File: src/rtl/ocls_pkg.sv
package ocls_pkg;

    // Default channel count
    localparam int CHANNELS_DEF = 8;

    // Duty is given in per-mille and saturates at full scale
    localparam logic [15:0] DUTY_FULL = 16'd1000;
    localparam int DUTY_W = 10;

    // The product period*duty fits in 26 bits (65535 * 1000)
    localparam int PROD_W = 26;

    // Division by 1000 is done as a shift by 3 and a reciprocal multiply for 125.
    // The multiply gives the exact quotient for every dividend below 2^23.
    localparam int PRE_SHIFT = 3;
    localparam int DIVIDEND_W = PROD_W - PRE_SHIFT;
    localparam int RECIP_W = 24;
    localparam logic [RECIP_W-1:0] RECIP_125 = 24'd8589935;
    localparam int RECIP_SHIFT = 30;

    // Register defaults after reset
    localparam logic [15:0] MODES_RST = 16'd0;
    localparam logic [15:0] OVL_LIMIT_RST = 16'hFFFF;
    localparam logic [15:0] NLD_LIMIT_RST = 16'd0;
    localparam logic [15:0] OVL_TICKS_RST = 16'd100;
    localparam logic [15:0] NLD_TICKS_RST = 16'd100;
    localparam logic [15:0] PERIOD_RST = 16'd100;

    // Register indexes on the configuration port
    typedef enum logic [2:0] {
        CFG_MODES     = 3'd0,
        CFG_OVL_LIMIT = 3'd1,
        CFG_NLD_LIMIT = 3'd2,
        CFG_OVL_TICKS = 3'd3,
        CFG_NLD_TICKS = 3'd4,
        CFG_PERIOD    = 3'd5
    } t_cfg_idx;

    // Channel operating modes; the unused code behaves as disabled
    typedef enum logic [1:0] {
        MODE_OFF    = 2'd0,
        MODE_SWITCH = 2'd1,
        MODE_PWM    = 2'd2
    } t_mode;

    // Load status codes
    typedef enum logic [1:0] {
        ST_OFF         = 2'd0,
        ST_ON          = 2'd1,
        ST_NOLOAD      = 2'd2,
        ST_OVERCURRENT = 2'd3
    } t_status;

    typedef struct packed {
        logic [15:0] channel_modes;
        logic [15:0] overload_limit;
        logic [15:0] noload_limit;
        logic [15:0] overload_ticks;
        logic [15:0] noload_ticks;
        logic [15:0] pwm_period;
    } t_cfg;

    typedef struct packed {
        logic [2:0]  channel;
        logic [15:0] load_current;
        logic        switch_request;
        logic [15:0] duty_request;
    } t_item;

    // Between the channel update and the compare scaling stage
    typedef struct packed {
        logic [2:0]        channel;
        logic              switched_on;
        t_status           load_status;
        logic [PROD_W-1:0] product;
    } t_mid;

    typedef struct packed {
        logic [2:0]  channel_out;
        logic        switched_on;
        t_status     load_status;
        logic [15:0] compare_value;
    } t_result;

endpackage

File: src/rtl/ocls_in_if.sv
interface ocls_in_if;
    logic        valid;
    logic        ready;
    logic [2:0]  channel;
    logic [15:0] load_current;
    logic        switch_request;
    logic [15:0] duty_request;

    modport source (
        output valid, channel, load_current, switch_request, duty_request,
        input  ready
    );
    modport sink (
        input  valid, channel, load_current, switch_request, duty_request,
        output ready
    );
endinterface

File: src/rtl/ocls_out_if.sv
interface ocls_out_if;
    logic        valid;
    logic        ready;
    logic [2:0]  channel_out;
    logic        switched_on;
    logic [1:0]  load_status;
    logic [15:0] compare_value;

    modport source (
        output valid, channel_out, switched_on, load_status, compare_value,
        input  ready
    );
    modport sink (
        input  valid, channel_out, switched_on, load_status, compare_value,
        output ready
    );
endinterface

File: src/rtl/ocls_core.sv
module ocls_core #(
    parameter int CHANNELS = ocls_pkg::CHANNELS_DEF
) (
    input  logic             i_clk,
    input  logic             i_rst_n,
    input  ocls_pkg::t_cfg   i_cfg,
    input  ocls_pkg::t_item  i_item,
    input  logic             i_update,
    output ocls_pkg::t_mid   o_mid
);

    localparam int IW = (CHANNELS > 1) ? $clog2(CHANNELS) : 1;

    // Per-channel state, one entry per channel
    logic              r_sw [CHANNELS];
    ocls_pkg::t_status r_st [CHANNELS];
    logic [15:0]       r_oc [CHANNELS];
    logic [15:0]       r_nc [CHANNELS];

    logic                          in_range;
    logic [IW-1:0]                 idx;
    ocls_pkg::t_mode               mode;
    logic                          sw0;
    ocls_pkg::t_status             st0;
    logic [15:0]                   oc0;
    logic [15:0]                   nc0;
    logic                          n_sw;
    ocls_pkg::t_status             n_st;
    logic [15:0]                   n_oc;
    logic [15:0]                   n_nc;
    logic [16:0]                   up_oc;
    logic [16:0]                   up_nc;
    logic [ocls_pkg::DUTY_W-1:0]   duty_sat;
    logic [ocls_pkg::DUTY_W-1:0]   duty_eff;

    // Saturating increment; the top bit flags that the ceiling was passed
    function automatic logic [16:0] count_up(input logic [15:0] cnt,
                                             input logic [15:0] ceiling);
        logic [15:0] v;
        v = (cnt == 16'hFFFF) ? cnt : cnt + 16'd1;
        if (v > ceiling) begin
            return {1'b1, ceiling};
        end
        return {1'b0, v};
    endfunction

    assign in_range = int'(i_item.channel) < CHANNELS;
    assign idx      = i_item.channel[IW-1:0];
    assign mode     = ocls_pkg::t_mode'(i_cfg.channel_modes[{i_item.channel, 1'b0} +: 2]);

    assign sw0 = r_sw[idx];
    assign st0 = r_st[idx];
    assign oc0 = r_oc[idx];
    assign nc0 = r_nc[idx];

    assign up_oc = count_up(oc0, i_cfg.overload_ticks);
    assign up_nc = count_up(nc0, i_cfg.noload_ticks);

    assign duty_sat = (i_item.duty_request > ocls_pkg::DUTY_FULL)
                    ? ocls_pkg::DUTY_FULL[ocls_pkg::DUTY_W-1:0]
                    : i_item.duty_request[ocls_pkg::DUTY_W-1:0];

    // Channel update for the current beat
    always_comb begin
        n_sw     = sw0;
        n_st     = st0;
        n_oc     = oc0;
        n_nc     = nc0;
        duty_eff = '0;
        case (mode)
            ocls_pkg::MODE_SWITCH: begin
                if (st0 != ocls_pkg::ST_OVERCURRENT) begin
                    n_sw = i_item.switch_request;
                    if (st0 != ocls_pkg::ST_NOLOAD) begin
                        n_st = i_item.switch_request ? ocls_pkg::ST_ON : ocls_pkg::ST_OFF;
                    end
                end else begin
                    n_sw = 1'b0;
                end
                if (n_sw) begin
                    if (i_item.load_current > i_cfg.overload_limit) begin
                        n_oc = up_oc[15:0];
                        if (up_oc[16]) begin
                            n_st = ocls_pkg::ST_OVERCURRENT;
                        end
                    end else if (i_item.load_current < i_cfg.noload_limit) begin
                        n_nc = up_nc[15:0];
                        if (up_nc[16]) begin
                            n_st = ocls_pkg::ST_NOLOAD;
                        end
                    end else begin
                        if (oc0 != 16'd0) begin
                            n_oc = oc0 - 16'd1;
                        end
                        if (nc0 != 16'd0) begin
                            n_nc = nc0 - 16'd1;
                        end else if (n_st == ocls_pkg::ST_NOLOAD) begin
                            n_st = ocls_pkg::ST_ON;
                        end
                    end
                end
                duty_eff = n_sw ? ocls_pkg::DUTY_FULL[ocls_pkg::DUTY_W-1:0] : '0;
            end
            ocls_pkg::MODE_PWM: begin
                if (i_item.load_current > i_cfg.overload_limit) begin
                    n_oc = up_oc[15:0];
                    if (up_oc[16]) begin
                        n_st = ocls_pkg::ST_OVERCURRENT;
                    end
                end else if (oc0 != 16'd0) begin
                    n_oc = oc0 - 16'd1;
                end
                duty_eff = (n_st != ocls_pkg::ST_OVERCURRENT) ? duty_sat : '0;
            end
            default: begin
                n_sw = 1'b0;
                n_st = ocls_pkg::ST_OFF;
            end
        endcase
    end

    // State write-back as the beat moves on
    always_ff @(posedge i_clk) begin
        if (!i_rst_n) begin
            for (int c = 0; c < CHANNELS; c++) begin
                r_sw[c] <= 1'b0;
                r_st[c] <= ocls_pkg::ST_OFF;
                r_oc[c] <= '0;
                r_nc[c] <= '0;
            end
        end else if (i_update && in_range) begin
            r_sw[idx] <= n_sw;
            r_st[idx] <= n_st;
            r_oc[idx] <= n_oc;
            r_nc[idx] <= n_nc;
        end
    end

    // Result of the update; a channel out of range reports switched off, status off and a zero product
    always_comb begin
        o_mid.channel     = i_item.channel;
        o_mid.switched_on = in_range ? n_sw : 1'b0;
        o_mid.load_status = in_range ? n_st : ocls_pkg::ST_OFF;
        o_mid.product     = in_range
                          ? ocls_pkg::PROD_W'(i_cfg.pwm_period) * ocls_pkg::PROD_W'(duty_eff)
                          : '0;
    end

endmodule

File: src/rtl/ocls_scale.sv
module ocls_scale (
    input  ocls_pkg::t_mid    i_mid,
    output ocls_pkg::t_result o_res
);

    localparam int FULL_W = ocls_pkg::DIVIDEND_W + ocls_pkg::RECIP_W;

    logic [ocls_pkg::DIVIDEND_W-1:0] dividend;
    logic [FULL_W-1:0]               full;
    logic [15:0]                     quot;

    // Divide by 1000: drop three bits, then multiply by the reciprocal of 125
    assign dividend = i_mid.product[ocls_pkg::PROD_W-1:ocls_pkg::PRE_SHIFT];
    assign full     = FULL_W'(dividend) * FULL_W'(ocls_pkg::RECIP_125);
    assign quot     = full[ocls_pkg::RECIP_SHIFT +: 16];

    // A zero quotient gives a zero compare value instead of wrapping
    always_comb begin
        o_res.channel_out   = i_mid.channel;
        o_res.switched_on   = i_mid.switched_on;
        o_res.load_status   = i_mid.load_status;
        o_res.compare_value = (quot == 16'd0) ? 16'd0 : quot - 16'd1;
    end

endmodule

File: src/rtl/output_channel_load_supervisor.sv
// Load supervisor for up to eight switched or PWM outputs. Each input beat is one
// millisecond tick for one channel; it updates that channel's switch state, load
// status and fault counters and returns one result beat with the new state and the
// PWM compare value period*duty/1000-1. The block takes one beat per clock cycle
// while the output is not stalled. A beat passes three registers (input, channel
// update, compare scaling) before its result is presented; the split into stages is
// set by the two multiplies of the compare scaling. Ticks for the same channel may
// follow each other back to back. The user must write registers on the configuration
// port only while no beat is in flight; the block itself does not enforce this.
module output_channel_load_supervisor #(
    parameter int CHANNELS = ocls_pkg::CHANNELS_DEF
) (
    input  logic        i_clk,
    input  logic        i_rst_n,
    ocls_in_if.sink     i_item,
    ocls_out_if.source  o_result,
    input  logic        i_cfg_we,
    input  logic [2:0]  i_cfg_idx,
    input  logic [15:0] i_cfg_data
);

    ocls_pkg::t_cfg    r_cfg;
    ocls_pkg::t_item   r_in;
    ocls_pkg::t_mid    r_mid;
    ocls_pkg::t_result r_out;
    logic              r_v1;
    logic              r_v2;
    logic              r_vo;

    ocls_pkg::t_mid    mid;
    ocls_pkg::t_result res;
    logic              rdy_o;
    logic              rdy2;
    logic              rdy1;
    logic              adv1;
    logic              adv2;

    // Stage handshakes: each stage loads when empty or when its beat moves on
    assign rdy_o = !r_vo || o_result.ready;
    assign rdy2  = !r_v2 || rdy_o;
    assign rdy1  = !r_v1 || rdy2;
    assign adv1  = r_v1 && rdy2;
    assign adv2  = r_v2 && rdy_o;

    assign i_item.ready = rdy1;

    // Configuration registers
    always_ff @(posedge i_clk) begin
        if (!i_rst_n) begin
            r_cfg.channel_modes  <= ocls_pkg::MODES_RST;
            r_cfg.overload_limit <= ocls_pkg::OVL_LIMIT_RST;
            r_cfg.noload_limit   <= ocls_pkg::NLD_LIMIT_RST;
            r_cfg.overload_ticks <= ocls_pkg::OVL_TICKS_RST;
            r_cfg.noload_ticks   <= ocls_pkg::NLD_TICKS_RST;
            r_cfg.pwm_period     <= ocls_pkg::PERIOD_RST;
        end else if (i_cfg_we) begin
            case (ocls_pkg::t_cfg_idx'(i_cfg_idx))
                ocls_pkg::CFG_MODES:     r_cfg.channel_modes  <= i_cfg_data;
                ocls_pkg::CFG_OVL_LIMIT: r_cfg.overload_limit <= i_cfg_data;
                ocls_pkg::CFG_NLD_LIMIT: r_cfg.noload_limit   <= i_cfg_data;
                ocls_pkg::CFG_OVL_TICKS: r_cfg.overload_ticks <= i_cfg_data;
                ocls_pkg::CFG_NLD_TICKS: r_cfg.noload_ticks   <= i_cfg_data;
                ocls_pkg::CFG_PERIOD:    r_cfg.pwm_period     <= i_cfg_data;
                default: begin
                end
            endcase
        end
    end

    // Stage valid flags
    always_ff @(posedge i_clk) begin
        if (!i_rst_n) begin
            r_v1 <= 1'b0;
            r_v2 <= 1'b0;
            r_vo <= 1'b0;
        end else begin
            if (rdy1) begin
                r_v1 <= i_item.valid;
            end
            if (rdy2) begin
                r_v2 <= r_v1;
            end
            if (rdy_o) begin
                r_vo <= r_v2;
            end
        end
    end

    // Stage payloads
    always_ff @(posedge i_clk) begin
        if (rdy1 && i_item.valid) begin
            r_in.channel        <= i_item.channel;
            r_in.load_current   <= i_item.load_current;
            r_in.switch_request <= i_item.switch_request;
            r_in.duty_request   <= i_item.duty_request;
        end
        if (adv1) begin
            r_mid <= mid;
        end
        if (adv2) begin
            r_out <= res;
        end
    end

    ocls_core #(
        .CHANNELS (CHANNELS)
    ) u_core (
        .i_clk    (i_clk),
        .i_rst_n  (i_rst_n),
        .i_cfg    (r_cfg),
        .i_item   (r_in),
        .i_update (adv1),
        .o_mid    (mid)
    );

    ocls_scale u_scale (
        .i_mid (r_mid),
        .o_res (res)
    );

    assign o_result.valid         = r_vo;
    assign o_result.channel_out   = r_out.channel_out;
    assign o_result.switched_on   = r_out.switched_on;
    assign o_result.load_status   = r_out.load_status;
    assign o_result.compare_value = r_out.compare_value;

    // An accepted beat always lands in the input stage
    a_accept_loads: assert property (@(posedge i_clk) disable iff (!i_rst_n)
        (i_item.valid && i_item.ready) |=> r_v1)
        else $error("accepted beat did not reach the input stage");

    // A full pipeline behind a stalled output takes no new beat
    a_full_stall: assert property (@(posedge i_clk) disable iff (!i_rst_n)
        (r_v1 && r_v2 && r_vo && !o_result.ready) |-> !i_item.ready)
        else $error("beat accepted into a full pipeline");

    // The compare value stays below the period unless it is zero
    a_cmp_range: assert property (@(posedge i_clk) disable iff (!i_rst_n)
        r_vo |-> (r_out.compare_value < r_cfg.pwm_period || r_out.compare_value == 16'd0))
        else $error("compare value at or above the period");

    // A channel out of range reports nothing but its number
    a_out_of_range: assert property (@(posedge i_clk) disable iff (!i_rst_n)
        (r_vo && int'(r_out.channel_out) >= CHANNELS) |->
        (!r_out.switched_on && r_out.load_status == ocls_pkg::ST_OFF
         && r_out.compare_value == 16'd0))
        else $error("out-of-range channel reported state");

endmodule

File: src/flat_wrapper.sv
// flat-port wrapper written by rule: the top's interface ports become plain ports
module output_channel_load_supervisor_flat 
#(
    parameter int CHANNELS = ocls_pkg::CHANNELS_DEF
)
  (i_clk, i_rst_n, i_cfg_we, i_cfg_idx, i_cfg_data, i_item_valid, i_item_channel, i_item_load_current, i_item_switch_request, i_item_duty_request, i_item_ready, o_result_valid, o_result_channel_out, o_result_switched_on, o_result_load_status, o_result_compare_value, o_result_ready);
  ocls_in_if i_item_i ();
  ocls_out_if o_result_i ();
  input  logic i_clk;
  input  logic i_rst_n;
  input  logic i_cfg_we;
  input  logic [2:0] i_cfg_idx;
  input  logic [15:0] i_cfg_data;
  input wire logic [$bits(i_item_i.valid)-1:0] i_item_valid;
  input wire logic [$bits(i_item_i.channel)-1:0] i_item_channel;
  input wire logic [$bits(i_item_i.load_current)-1:0] i_item_load_current;
  input wire logic [$bits(i_item_i.switch_request)-1:0] i_item_switch_request;
  input wire logic [$bits(i_item_i.duty_request)-1:0] i_item_duty_request;
  output wire logic [$bits(i_item_i.ready)-1:0] i_item_ready;
  output wire logic [$bits(o_result_i.valid)-1:0] o_result_valid;
  output wire logic [$bits(o_result_i.channel_out)-1:0] o_result_channel_out;
  output wire logic [$bits(o_result_i.switched_on)-1:0] o_result_switched_on;
  output wire logic [$bits(o_result_i.load_status)-1:0] o_result_load_status;
  output wire logic [$bits(o_result_i.compare_value)-1:0] o_result_compare_value;
  input wire logic [$bits(o_result_i.ready)-1:0] o_result_ready;
  assign i_item_i.valid = i_item_valid;
  assign i_item_i.channel = i_item_channel;
  assign i_item_i.load_current = i_item_load_current;
  assign i_item_i.switch_request = i_item_switch_request;
  assign i_item_i.duty_request = i_item_duty_request;
  assign i_item_ready = i_item_i.ready;
  assign o_result_valid = o_result_i.valid;
  assign o_result_channel_out = o_result_i.channel_out;
  assign o_result_switched_on = o_result_i.switched_on;
  assign o_result_load_status = o_result_i.load_status;
  assign o_result_compare_value = o_result_i.compare_value;
  assign o_result_i.ready = o_result_ready;
  output_channel_load_supervisor #(.CHANNELS(CHANNELS)) u_core (.i_clk(i_clk), .i_rst_n(i_rst_n), .i_item(i_item_i), .o_result(o_result_i), .i_cfg_we(i_cfg_we), .i_cfg_idx(i_cfg_idx), .i_cfg_data(i_cfg_data));
endmodule
File: config.mk
export PLATFORM = sky130hd
export DESIGN_NAME = output_channel_load_supervisor_flat
export DESIGN_NICKNAME = d
export VERILOG_FILES = /design/src/rtl/ocls_pkg.sv /design/src/rtl/ocls_in_if.sv /design/src/rtl/ocls_out_if.sv /design/src/rtl/ocls_core.sv /design/src/rtl/ocls_scale.sv /design/src/rtl/output_channel_load_supervisor.sv /design/src/flat_wrapper.sv
export SDC_FILE = /design/constraint.sdc
export NUM_CORES = 2
export LEC_CHECK = 0
export ABC_AREA = 1
export BUFFER_PORTS_ARGS = -buffer_cell sky130_fd_sc_hd__buf_4
export CAP_MARGIN = 25
export CORE_MARGIN = 2
export CORE_UTILIZATION = 66
export CTS_BUF_LIST = sky130_fd_sc_hd__clkbuf_4 sky130_fd_sc_hd__clkbuf_8
export CTS_CLUSTER_DIAMETER = 150
export DETAILED_ROUTE_END_ITERATION = 6
export PLACE_DENSITY = 0.87
export SETUP_SLACK_MARGIN = 0.5
export SLEW_MARGIN = 0
export SYNTH_ARGS = -nofsm -noshare
export SYNTH_HDL_FRONTEND = slang
export SYNTH_SLANG_ARGS = --single-unit
File: constraint.sdc
create_clock -name i_clk -period 10.4 [get_ports i_clk]
set_clock_uncertainty 0.1 [all_clocks]
set_input_delay 1.04 -clock i_clk [delete_from_list [all_inputs] [get_ports i_clk]]
set_output_delay 1.04 -clock i_clk [all_outputs]
set_load 0.02 [all_outputs]
==> reports/summary.txt <==
Yosys reg bits: 469
Clock tree buffer depth: 3
Arr. time, crit path: 9.73 ns
Placer Congestion: 0.983
CTS tree: done
Fmax: 0.107 GHz
Hold Vio Cnt, Final: 0
Sequential area share after synthesis: 0.323
CTS sink cnt: 469
Element type at the critical path end: flip-flop
Drt pass-1 iters: 7
Tightest Pin Transition: 1.08 ns
Clock slew at reported path FFs: 0.06 ns
Worst Hold Class: flip-flop to flip-flop
Core area: 60,200 um^2
Via density: 5.94
IO Port Bufs: 83
HPWL after DPL: 85.8 mm
DIE WIDTH: 251 um
Static Leakage: 21.0 nW
Synth cell types: 52
Post-synth EDFFs: 359
Ys async rst share: 0
Non-Filler Instances: 5,907
CP dominant cell by count: nand2_1
Placed cell area: 41,400 um^2
GR Overflow Total: 0
Largest stage delay, worst path: 0.60 ns
Fin worst setup slack: 1.02 ns
Slew headroom: 0.278
Routed wire length: 118 mm
Synth cell count leaders: nand2_1 (1,029), inv_1 (823), nor2_1 (683), ha_1 (366), edfxtp_1 (359)
Most common cell in the netlist: nand2_1
Layout area overhead: 7.73%
Failing checks: design-rule violations
Peak fanout along the critical path: 23
Synth top area share: 0.268
Sequential share of power: 0.277
Root Buffer: clkbuf_8
Via count of the first global-routing pass: 34,707
Switching fraction of total power: 0.443
Worst path required time: 10.74 ns
Syn avg cell area: 8.03 um^2
Fin nets: 5,750
Busiest layer in global routing: met2
Placed cells: 5,754
Largest net degree at the start of global routing: 65
Post-DRT Antenna Nets: 0
Row count: 90
Combinational share of power: 0.495
Fin crit share: 0.902
Crit-path slowest cell: dfxtp_4
Power Density: 182 nW/um^2
Starting DRT DRC Count: 3,931
Fillcell total: 4,511
# H-tree levels: 3
Synth area leaders: edfxtp_1 (27%), fa_1 (13%), ha_1 (11%)
Worst VDD drop: 218 uV
Pint: 4.38 mW
Part of the power in the clock network: 0.228
Die Y: 251 um
Setup CP Type: flip-flop to flip-flop
Maxcap violations: 0
Sw power: 3.48 mW
Final core occ: 0.718
GR Layer Usage met2: 0.596
Global Route Usage Sum: 0.375
Grt met1 use: 0.484
Routed WL per cell: 19.9 um
Clk Latency, worst-skew pair: 0.72 ns
Top_reg_cell synth: edfxtp_1
Cell area after layout: 43,300 um^2
DRC Markers: 7
Fin crit period: 9.38 ns
Post-Synthesis Net Count: 5,693
RSZ-0062 raised after global routing: true
Slew Limit Fails: 0
Initial antenna violation count: 4
Post-place setup slack: 0.540 ns
Vias post-DR: 35,069
Register Area: 13,000 um^2
Syn Inst Count: 5,002
Area of the multi-input gates: 23,300 um^2
Yosys warning count: 0
Inserted Clock Buffers: 79
Status: finished with violations
Fraction of layout cells with a size suffix above 1: 0.0906
Startpoint Class: flip-flop
M3 GR Usage: 0.0970
TNS Setup: 0 ns
First-pass GRT wire length: 184 mm
Initial core utilization: 0.667
Final setup fails: 0
Die ar.: 62,800 um^2
Mapped Area: 40,200 um^2
Largest area contributor in the netlist: edfxtp_1
Io pins: 84
## per-stage QoR
stage	hold slack, ns	total power, mW
floorplan	0.300	4.89
global placement	0.313	5.85
detailed placement	0.318	5.97
CTS	0.300	7.76
global route	0.300	8.40
finish	0.319	7.86
## power groups by stage
stage | registers (mW) | logic, mW | clock network, mW
global placement | 2.21 | 3.64 | 0
floorplan | 2.21 | 2.68 | 0
global route | 2.18 | 4.36 | 1.86
detailed placement | 2.22 | 3.75 | 0
CTS | 2.18 | 3.80 | 1.79
finish | 2.18 | 3.90 | 1.79
## layout by cell type, fill, tap and decap left out, types with 5 or more instances in the layout
cell type,count
o21ai_1,50
nand2_4,5
nor2_2,51
nor3_1,32
o21ai_0,255
nor2_1,681
fa_1,265
nand3_1,236
nor4_1,5
clkbuf_8,81
clkinv_2,9
nand2_1,1006
o21ai_2,21
edfxtp_1,359
nand4_1,50
clkinv_1,15
a21oi_1,263
xor2_1,44
ha_1,365
nand3_2,9
buf_12,8
inv_2,20
xnor2_1,8
nand2_2,67
a21o_1,9
inv_1,818
o211ai_1,29
o21bai_1,18
o22ai_1,7
bufinv_16,5
dfxtp_1,107
buf_4,114
o21ai_4,6
clkbuf_4,31
a31oi_1,12
o21a_1,6
## what timing repair did
| item | 4_1_cts | 5_1_grt |
|---|---|---|
| buffers inserted | 0 | 5 |
| endpoints found under the setup margin | 2 | 18 |
| hold buffers | 0 | 0 |
| gates resized for setup | 2 | 31 |
| pin swaps | 0 | 0 |
## critical path: cells and delay by family, from the launching register on
kind                     cells  cell delay, ns
AO/OA/AOI/OAI                6            1.02
XOR/XNOR                     1            0.15
adder cells (fa/ha/maj)      7            3.18
buffers and inverters        8            1.07
flip-flops                   1            0.60
AND/OR/NAND/NOR             19            2.98
## worst paths after layout
path               startpoint                        endpoint  slack (ns)  cells past startpoint
min          u_core.r_mid[26]  u_core.o_result.load_status[0]        0.32                      0
max reg2reg         flip-flop                u_core.r_mid[24]        1.02                     41
max                 flip-flop                u_core.r_mid[24]        1.02                     41
min reg2reg  u_core.r_mid[26]  u_core.o_result.load_status[0]        0.32                      0
## kinds of logic after synthesis
family          count (synthesis)  share of synthesized area
simple gates                 2155                      0.223
flops                         469                      0.323
buf+inv                       998                     0.0995
fa+ha+maj                     631                      0.246
xor+xnor                       53                     0.0117
compound gates                696                     0.0964
## cell type report
class                           count  share of cell area
Inverter                          845              0.0739
Clock inverter                     33             0.00792
Timing Repair Buffer              129              0.0259
Sequential cell                   469               0.300
Multi-Input combinational cell   3535               0.538
Tap cell                          782              0.0226
Antenna cell                        2            0.000116
Clock buffer                      112              0.0311
## metal layers
layer  routed length, um  share of wire
met1               44400           0.38
met2               53100           0.45
met3               14500           0.12
met4                5540          0.047
met5                  26        0.00022
## registers in the layout, indices dropped and copies added (netlist names), named ones only
name                           flops
u_core.u_core.r_nc               128
u_core.r_mid                      29
u_core.r_v1                        1
u_core.r_v2                        1
u_core.o_result.channel_out        3
u_core.u_core.r_st                16
u_core.u_core.r_oc               128
u_core.o_result.valid              1
u_core.u_core.r_sw                 8
u_core.o_result.compare_value     16
u_core.o_result.switched_on        1
u_core.o_result.load_status        2
u_core.r_cfg                      96
u_core.r_in                       36
Note: power is estimated with default switching activity, not from simulation.
